### config.mk
export PLATFORM = sky130hd
export DESIGN_NAME = frame_load_throttle_governor_unit
export DESIGN_NICKNAME = d
export VERILOG_FILES = /design/src/sv/flt_pkg.sv /design/src/sv/flt_smooth.sv /design/src/sv/flt_level.sv /design/src/sv/frame_load_throttle_governor_unit.sv
export SDC_FILE = /design/constraint.sdc
export NUM_CORES = 2
export LEC_CHECK = 0
export ABC_AREA = 1
export BUFFER_PORTS_ARGS = -buffer_cell sky130_fd_sc_hd__buf_2
export CAP_MARGIN = 10
export CORE_UTILIZATION = 30
export CTS_CLUSTER_SIZE = 40
export DETAILED_ROUTE_END_ITERATION = 6
export SLEW_MARGIN = 15
export SYNTH_ARGS = -nofsm -noshare
export SYNTH_HDL_FRONTEND = slang
export SYNTH_SLANG_ARGS = --single-unit
### constraint.sdc
create_clock -name clk -period 8.04 [get_ports clk]
set_input_delay 0.402 -clock clk [delete_from_list [all_inputs] [get_ports clk]]
set_output_delay 0.402 -clock clk [all_outputs]
set_load 0.01 [all_outputs]
### src/sv/flt_pkg.sv
// shared types, constants and helpers for the frame load throttle governor
package flt_pkg;

  localparam int COST_W  = 16;
  localparam int SCORE_W = 8;
  localparam int AVG_W   = 15;
  localparam int TGT_W   = 15;
  localparam int SCL_W   = 4;
  localparam int EDGE_W  = 13;
  localparam int FPS_W   = 8;
  localparam int LVL_W   = 3;
  localparam int PCT_W   = 7;
  localparam int IDX_W   = 2;
  localparam int CFG_W   = 13;

  // register indexes of the config port
  localparam logic [IDX_W-1:0] REG_BASE_EDGE = 2'd0;
  localparam logic [IDX_W-1:0] REG_REQ_FPS   = 2'd1;
  localparam logic [IDX_W-1:0] REG_MIN_FPS   = 2'd2;

  localparam logic [EDGE_W-1:0] RST_BASE_EDGE = 13'd1920;
  localparam logic [FPS_W-1:0]  RST_REQ_FPS   = 8'd30;
  localparam logic [FPS_W-1:0]  RST_MIN_FPS   = 8'd15;

  localparam logic [EDGE_W-1:0] EDGE_FLOOR = 13'd240;
  localparam logic [SCL_W-1:0]  SCORE_MAX  = 4'd12;

  // throttle levels
  localparam logic [LVL_W-1:0] LVL_NONE     = 3'd0;
  localparam logic [LVL_W-1:0] LVL_LIGHT    = 3'd1;
  localparam logic [LVL_W-1:0] LVL_MODERATE = 3'd2;
  localparam logic [LVL_W-1:0] LVL_SEVERE   = 3'd3;
  localparam logic [LVL_W-1:0] LVL_CRITICAL = 3'd4;

  // pressure thresholds in percent of target, and score thresholds
  localparam logic [7:0] PRESS_LIGHT    = 8'd108;
  localparam logic [7:0] PRESS_MODERATE = 8'd135;
  localparam logic [7:0] PRESS_SEVERE   = 8'd175;
  localparam logic [7:0] PRESS_CRITICAL = 8'd230;
  localparam logic [SCL_W-1:0] SCORE_LIGHT    = 4'd2;
  localparam logic [SCL_W-1:0] SCORE_MODERATE = 4'd5;
  localparam logic [SCL_W-1:0] SCORE_SEVERE   = 4'd8;
  localparam logic [SCL_W-1:0] SCORE_CRITICAL = 4'd10;

  // x/5 = (x*DIV5_MUL) >> DIV5_SH, exact for x < 2^18
  localparam logic [17:0] DIV5_MUL = 18'd209716;
  localparam int          DIV5_SH  = 20;
  // x/100 = (x*DIV100_MUL) >> DIV100_SH, exact for x < 2^20
  localparam logic [20:0] DIV100_MUL = 21'd1342178;
  localparam int          DIV100_SH  = 27;

  typedef struct packed {
    logic [AVG_W-1:0] cost;
    logic [TGT_W-1:0] tgt;
    logic [SCL_W-1:0] score;
  } flt_frame_t;

  function automatic logic [PCT_W-1:0] scale_pct(input logic [LVL_W-1:0] lvl);
    logic [PCT_W-1:0] p;
    case (lvl)
      LVL_NONE:     p = 7'd100;
      LVL_LIGHT:    p = 7'd92;
      LVL_MODERATE: p = 7'd82;
      LVL_SEVERE:   p = 7'd70;
      LVL_CRITICAL: p = 7'd55;
      default:      p = 7'd100;
    endcase
    return p;
  endfunction

endpackage

### src/sv/flt_smooth.sv
// smoothed render cost update: load on zero, else (4*avg+cost)/5
module flt_smooth
  import flt_pkg::*;
(
  input  logic [AVG_W-1:0] avg,
  input  logic [AVG_W-1:0] cost,
  output logic [AVG_W-1:0] avg_new
);

  logic [17:0] sum;
  logic [35:0] prod;

  assign sum  = {1'b0, avg, 2'b00} + {3'b000, cost};
  // reciprocal multiply, sum stays below 2^18
  assign prod = {18'd0, sum} * {18'd0, DIV5_MUL};

  always_comb begin
    if (avg == '0) begin
      avg_new = cost;
    end else begin
      avg_new = prod[DIV5_SH +: AVG_W];
    end
  end

endmodule

### src/sv/flt_level.sv
// throttle level pick from smoothed cost, target and overload score
module flt_level
  import flt_pkg::*;
(
  input  logic [AVG_W-1:0] avg,
  input  logic [TGT_W-1:0] tgt,
  input  logic [SCL_W-1:0] score,
  output logic [LVL_W-1:0] level
);

  logic [22:0] lhs;
  logic [22:0] rhs_light;
  logic [22:0] rhs_moderate;
  logic [22:0] rhs_severe;
  logic [22:0] rhs_critical;

  assign lhs          = 23'({8'd0, avg} * 23'd100);
  assign rhs_light    = 23'({8'd0, tgt} * {15'd0, PRESS_LIGHT});
  assign rhs_moderate = 23'({8'd0, tgt} * {15'd0, PRESS_MODERATE});
  assign rhs_severe   = 23'({8'd0, tgt} * {15'd0, PRESS_SEVERE});
  assign rhs_critical = 23'({8'd0, tgt} * {15'd0, PRESS_CRITICAL});

  // first match from the top wins
  always_comb begin
    if (score >= SCORE_CRITICAL || lhs >= rhs_critical) begin
      level = LVL_CRITICAL;
    end else if (score >= SCORE_SEVERE || lhs >= rhs_severe) begin
      level = LVL_SEVERE;
    end else if (score >= SCORE_MODERATE || lhs >= rhs_moderate) begin
      level = LVL_MODERATE;
    end else if (score >= SCORE_LIGHT || lhs >= rhs_light) begin
      level = LVL_LIGHT;
    end else begin
      level = LVL_NONE;
    end
  end

endmodule

### src/sv/frame_load_throttle_governor_unit.sv
// top level of the frame load throttle governor
// an accepted input beat passes stages 1 to 4 and the result register before its result beat shows on out_*
// throughput: one beat per cycle; a stage holds only while the next one is full and
//   blocked, so a stalled result stops intake once all five stages are full
// reset (rst_n low, synchronous) empties the pipeline, zeroes the average and
//   loads the config registers with 1920 px, 30 fps and 15 fps
module frame_load_throttle_governor_unit
  import flt_pkg::*;
(
  input  logic                      clk,
  input  logic                      rst_n,

  input  logic                      cfg_we,
  input  logic [IDX_W-1:0]          cfg_index,
  input  logic [CFG_W-1:0]          cfg_wdata,

  input  logic                      in_valid,
  output logic                      in_stall,
  input  logic signed [COST_W-1:0]  in_render_cost,
  input  logic signed [COST_W-1:0]  in_target_frame,
  input  logic signed [SCORE_W-1:0] in_overload_score,

  output logic                      out_valid,
  input  logic                      out_stall,
  output logic [LVL_W-1:0]          out_throttle_level,
  output logic [EDGE_W-1:0]         out_preview_edge_px,
  output logic [FPS_W-1:0]          out_preview_fps,
  output logic [AVG_W-1:0]          out_average_cost
);

  // config registers
  logic [EDGE_W-1:0] base_edge_r;
  logic [FPS_W-1:0]  req_fps_r;
  logic [FPS_W-1:0]  min_fps_r;

  // pipeline valids and per-stage ready
  logic v1_r, v2_r, v3_r, v4_r, vo_r;
  logic rdy1, rdy2, rdy3, rdy4, rdyo;

  // stage 1: cleaned input beat
  flt_frame_t s1_r, s1_nxt;
  // stage 2: updated average (the running state) and what level pick needs
  logic [AVG_W-1:0] avg_r, avg_nxt;
  logic [TGT_W-1:0] s2_tgt_r;
  logic [SCL_W-1:0] s2_score_r;
  // stage 3: level
  logic [LVL_W-1:0] s3_lvl_r, lvl_nxt;
  logic [AVG_W-1:0] s3_avg_r;
  // stage 4: scaled products before the divide by 100
  logic [LVL_W-1:0] s4_lvl_r;
  logic [AVG_W-1:0] s4_avg_r;
  logic [19:0]      s4_edge_prod_r, edge_prod_nxt;
  logic [14:0]      s4_fps_prod_r, fps_prod_nxt;
  // result register
  logic [LVL_W-1:0]  out_lvl_r;
  logic [EDGE_W-1:0] out_edge_r, edge_nxt;
  logic [FPS_W-1:0]  out_fps_r, fps_nxt;
  logic [AVG_W-1:0]  out_avg_r;

  logic [PCT_W-1:0]  pct;
  logic [FPS_W-1:0]  req_eff;
  logic [FPS_W-1:0]  min_eff;
  logic [40:0]       edge_quot_full;
  logic [35:0]       fps_quot_full;
  logic [EDGE_W-1:0] edge_q;
  logic [FPS_W-1:0]  fps_q;

  // ready chain: a stage may load when it is empty or its content moves on
  assign rdyo = !vo_r || !out_stall;
  assign rdy4 = !v4_r || rdyo;
  assign rdy3 = !v3_r || rdy4;
  assign rdy2 = !v2_r || rdy3;
  assign rdy1 = !v1_r || rdy2;
  assign in_stall = !rdy1;

  // input cleanup: negative cost to zero, target at least 1, score 0..12
  always_comb begin
    s1_nxt.cost = in_render_cost[COST_W-1] ? '0 : in_render_cost[AVG_W-1:0];
    if (in_target_frame[COST_W-1] || in_target_frame == '0) begin
      s1_nxt.tgt = TGT_W'(1);
    end else begin
      s1_nxt.tgt = in_target_frame[TGT_W-1:0];
    end
    if (in_overload_score[SCORE_W-1]) begin
      s1_nxt.score = '0;
    end else if (in_overload_score > $signed({{(SCORE_W-SCL_W){1'b0}}, SCORE_MAX})) begin
      s1_nxt.score = SCORE_MAX;
    end else begin
      s1_nxt.score = in_overload_score[SCL_W-1:0];
    end
  end

  // averaging loop, avg_r doubles as stage 2 payload
  flt_smooth u_smooth (
    .avg     (avg_r),
    .cost    (s1_r.cost),
    .avg_new (avg_nxt)
  );

  flt_level u_level (
    .avg   (avg_r),
    .tgt   (s2_tgt_r),
    .score (s2_score_r),
    .level (lvl_nxt)
  );

  // scale by level percentage, +50 for round half up
  assign pct           = scale_pct(s3_lvl_r);
  assign req_eff       = (req_fps_r == '0) ? FPS_W'(1) : req_fps_r;
  assign edge_prod_nxt = 20'({7'd0, base_edge_r} * {13'd0, pct}) + 20'd50;
  assign fps_prod_nxt  = 15'({7'd0, req_eff} * {8'd0, pct}) + 15'd50;

  // divide by 100 through the reciprocal
  assign edge_quot_full = {21'd0, s4_edge_prod_r} * {20'd0, DIV100_MUL};
  assign fps_quot_full  = {21'd0, s4_fps_prod_r} * {15'd0, DIV100_MUL};
  assign edge_q = edge_quot_full[DIV100_SH +: EDGE_W];
  assign fps_q  = fps_quot_full[DIV100_SH +: FPS_W];

  // fps floor is min(min_fps, requested), never below 1
  always_comb begin
    if (min_fps_r < req_eff) begin
      min_eff = (min_fps_r == '0) ? FPS_W'(1) : min_fps_r;
    end else begin
      min_eff = req_eff;
    end
  end

  // edge rules: zero base gives zero, small base passes, else clamp 240..base
  always_comb begin
    if (base_edge_r == '0) begin
      edge_nxt = '0;
    end else if (base_edge_r < EDGE_FLOOR) begin
      edge_nxt = base_edge_r;
    end else if (edge_q < EDGE_FLOOR) begin
      edge_nxt = EDGE_FLOOR;
    end else if (edge_q > base_edge_r) begin
      edge_nxt = base_edge_r;
    end else begin
      edge_nxt = edge_q;
    end
  end

  always_comb begin
    if (fps_q < min_eff) begin
      fps_nxt = min_eff;
    end else if (fps_q > req_eff) begin
      fps_nxt = req_eff;
    end else begin
      fps_nxt = fps_q;
    end
  end

  // config writes, out-of-range index ignored
  always_ff @(posedge clk) begin
    if (!rst_n) begin
      base_edge_r <= RST_BASE_EDGE;
      req_fps_r   <= RST_REQ_FPS;
      min_fps_r   <= RST_MIN_FPS;
    end else if (cfg_we) begin
      case (cfg_index)
        REG_BASE_EDGE: base_edge_r <= cfg_wdata;
        REG_REQ_FPS:   req_fps_r   <= cfg_wdata[FPS_W-1:0];
        REG_MIN_FPS:   min_fps_r   <= cfg_wdata[FPS_W-1:0];
        default: begin
        end
      endcase
    end
  end

  // control: valids and running average
  always_ff @(posedge clk) begin
    if (!rst_n) begin
      v1_r  <= 1'b0;
      v2_r  <= 1'b0;
      v3_r  <= 1'b0;
      v4_r  <= 1'b0;
      vo_r  <= 1'b0;
      avg_r <= '0;
    end else begin
      if (rdy1) v1_r <= in_valid;
      if (rdy2) v2_r <= v1_r;
      if (rdy3) v3_r <= v2_r;
      if (rdy4) v4_r <= v3_r;
      if (rdyo) vo_r <= v4_r;
      // the average moves only when a beat enters stage 2
      if (rdy2 && v1_r) avg_r <= avg_nxt;
    end
  end

  // payload registers
  always_ff @(posedge clk) begin
    if (rdy1 && in_valid) begin
      s1_r <= s1_nxt;
    end
    if (rdy2 && v1_r) begin
      s2_tgt_r   <= s1_r.tgt;
      s2_score_r <= s1_r.score;
    end
    if (rdy3 && v2_r) begin
      s3_lvl_r <= lvl_nxt;
      s3_avg_r <= avg_r;
    end
    if (rdy4 && v3_r) begin
      s4_lvl_r       <= s3_lvl_r;
      s4_avg_r       <= s3_avg_r;
      s4_edge_prod_r <= edge_prod_nxt;
      s4_fps_prod_r  <= fps_prod_nxt;
    end
    if (rdyo && v4_r) begin
      out_lvl_r  <= s4_lvl_r;
      out_avg_r  <= s4_avg_r;
      out_edge_r <= edge_nxt;
      out_fps_r  <= fps_nxt;
    end
  end

  assign out_valid           = vo_r;
  assign out_throttle_level  = out_lvl_r;
  assign out_preview_edge_px = out_edge_r;
  assign out_preview_fps     = out_fps_r;
  assign out_average_cost    = out_avg_r;

endmodule
==> flow_summary.toml <==
[global_route]
grt_overflow = 0
grt_busiest_layer = "met2"
grt_pass1_vias = 32600
use_met3_pct = 1.87
grt_max_degree = 38
grt_usage_pct = 16.2
antenna_found_initial = 1
use_met1_pct = 23.7
grt_pass1_wl_mm = 182
grt_use_met2_pct = 25.7

[clocking]
htreeDepth = 1
clk_latency_ns = 0.60
cts.clk_slew.worst_paths_ns = 0.07
cts.sinks = 212
clockBufferDepth = 3
cts_hold_buf = 0
numCtsBuffers = 27
cts_root_buf = "clkbuf_16"
cts_tree = "done"

[routing]
wl_mm = 114
wl_per_cell_um = 16.6
route.vias.total = 32100
drt_first_pass_iters = 7
viasPerCell = 4.67
drc = 1
ant_nets = 0
first_iter_violations = 1984

[timing]
grt_setup_unrepaired = "no"
final.setup.tns_ns = 0
max_clock_freq_mhz = 132
post-route-min-period_ns = 7.58
hold_viol = 0
period_share_pct = 94.3
setup_viol = 0
relSlewSlack_pct = 20.5
worst_slew_pin_slew_ns = 1.18
maxSlewViolCount = 0
finalClockSkew_ns = 0.0357

[logic_synthesis]
muxShareOfSynthArea_pct = 0
synth_common_cells = "inv_1, ha_1, nand2_1"
synth-async-reset-ratio_pct = 0
netlist.area_leader.share_pct = 26.8
yosysMostFrequentCell = "inv_1"
avgSynthCellArea_um2 = 8.87
syn_area_um2 = 42400
synth_xor_area_share_pct = 3.18
yosys_warnings = 0
synthSimpleGateAreaFrac_pct = 11.0
ys.flop_type = "edfxtp_1"
syn_inst = 4782
yosys.cell_types.count = 52
synth_top_family_by_area = "adder cells"
synth_area_leader_cell = "ha_1"
synth_edf_count = 163
synth-seq-cells = 212
synth_compound_area_share_pct = 8.06
synth-adder-area-share_pct = 53.1
yosysSeqAreaShare_pct = 13.8
synth_area_leaders = "ha_1, fa_1, edfxtp_1, inv_1, nand2_1"
synth_fp_nets = 6309

[setup_path]
rr_startpoint = "s4_edge_prod_r[11]"
startpoint_type = "flip-flop"
arrival_ns = 7.92
reg2reg_depth = 32
slowest_delay_ns = 0.55
crit_start = "s4_edge_prod_r[11]"
r2r_end = "out_preview_edge_px[5]"
endpoint = "out_preview_edge_px[5]"
critical_path_class = "flip-flop to flip-flop"
r2r_setup_slack_ns = 0.46
end_kind = "flip-flop"
required_ns = 8.38
timing.critical_path.fanout_max = 13
cp_slowest_cell = "fa_1"

[cells_and_area]
diodes = 0
area_delta_synth_final_pct = 10.3
fillers = 14700
layout-drive-gt1-share_pct = 5.55
fin_nets = 6498

[worst_hold_path]
hold_class = "primary input to flip-flop"

[floorplan]
die_area_um2 = 143000
io_pins = 101
initial_core_util_pct = 30.3
row_count = 137
die_w_um = 378
core_um2 = 140000
die_y_um = 378

[placed_design]
place_congestion = 0.920
hpwl_mm = 98.5
io_buffers = 100

[job]
cap_violations = 0

[status]
violations = "DRC"
status = "finished with violations"
==> how the worst min path moves through the flow <==
stage | startpoint | cells after the start | endpoint
6_report | cfg_wdata[2] | 3 | min_fps_r[2]
5_1_grt | cfg_wdata[1] | 3 | min_fps_r[1]
4_1_cts | cfg_wdata[2] | 3 | min_fps_r[2]
3_5_place_dp | s1_r[1] | 0 | s2_score_r[1]
3_3_place_gp | s1_r[1] | 0 | s2_score_r[1]
2_1_floorplan | s4_avg_r[0] | 0 | out_average_cost[0]
==> worst max-delay path, delay by kind of cell, from the launching register on <==
family          cells  cell delay (ns)
fa+ha+maj           9             4.07
compound gates      9             1.36
buf+inv             8             0.79
simple gates        6             0.57
flops               1             0.53
==> cells in the final DEF (no fill, tap or decap), types with 4 or more instances in the layout <==
cell,netlist,routed
inv_1,1169,1166
ha_1,909,909
nand2_1,620,620
fa_1,558,558
a21oi_1,295,290
nor2_1,277,274
o21ai_0,173,171
edfxtp_1,163,163
nand3_1,103,103
buf_2,3,100
buf_4,1,94
xor2_1,91,91
xnor2_1,61,60
dfxtp_1,49,49
nor3_1,38,37
nand4_1,36,36
o211ai_1,32,32
clkbuf_16,0,29
a31oi_1,21,21
a21o_1,20,20
nor4_1,17,17
o21ai_1,11,13
a211oi_1,11,11
o21bai_1,10,10
and2_1,9,9
a21boi_0,8,8
a221oi_1,8,8
o21a_1,7,7
inv_6,0,7
nand2_2,6,6
nand3b_1,6,6
clkinv_1,4,5
o31ai_1,5,5
a21oi_2,0,4
clkinv_4,0,4
==> metrics by stage <==
stage | worst slack (ns) | cell area (µm²) | std cells | utilization, % | hold slack, ns
4_1_cts | 0.376 | 46500 | 6826 | 33.2 | 0.0145
3_5_place_dp | 0.403 | 45500 | 6776 | 32.6 | 0.406
5_1_grt | 0.0122 | 46800 | 6868 | 33.5 | 0.0610
6_report | 0.461 | 46800 | 6868 | 33.5 | 0.0516
2_1_floorplan | 1.08 | 42400 | 4782 | - | 0.400
3_3_place_gp | 0.398 | 45500 | 6776 | 32.6 | 0.401
==> routing by layer <==
layer  wire [µm]  share of wire, %
met4        2270               2.0
met1       55400                49
met2       50300                44
met3        5930               5.2
met5           0                 0
==> cells by family after synthesis <==
| logic type | count (synthesis) |
|---|---|
| AOI/OAI and AO/OA | 613 |
| adders and majority gates | 1467 |
| xor gates and xnor gates | 153 |
| and+or+nand+nor | 1128 |
| buffers and inverters | 1209 |
| DFF | 212 |
==> flip-flops by register name (all words and copies together), names as in the netlist, 3 cells and up <==
register	flops
out_average_cost	15
s4_edge_prod_r	20
s4_avg_r	15
base_edge_r	13
s4_fps_prod_r	15
out_preview_fps	8
avg_r	15
s1_r	34
s3_lvl_r	3
min_fps_r	8
s2_tgt_r	15
s3_avg_r	15
out_throttle_level	3
req_fps_r	8
s4_lvl_r	3
out_preview_edge_px	13
s2_score_r	4
==> timing repair <==
action / CTS / global route
setup endpoints to repair: 0 / 8
buffers inserted: 0 / 42
hold endpoints to repair: 0 / 0
gates resized for setup: 0 / 10
==> cell type report <==
cell class / count / area [µm²] / share of cell area, %
Clock buffer: 32 / 738 / 1.58
Timing Repair Buffer: 195 / 1230 / 2.62
Inverter: 1174 / 4410 / 9.42
Multi-Input combinational cell: 3361 / 32000 / 68.4
Clock inverter: 18 / 189 / 0.404
Tap cell: 1876 / 2350 / 5.01
Sequential cell: 212 / 5880 / 12.6
Power is left out: the tool's default activity adds up to more than one toggle a clock period on the data nets, which glitch-free logic cannot reach.
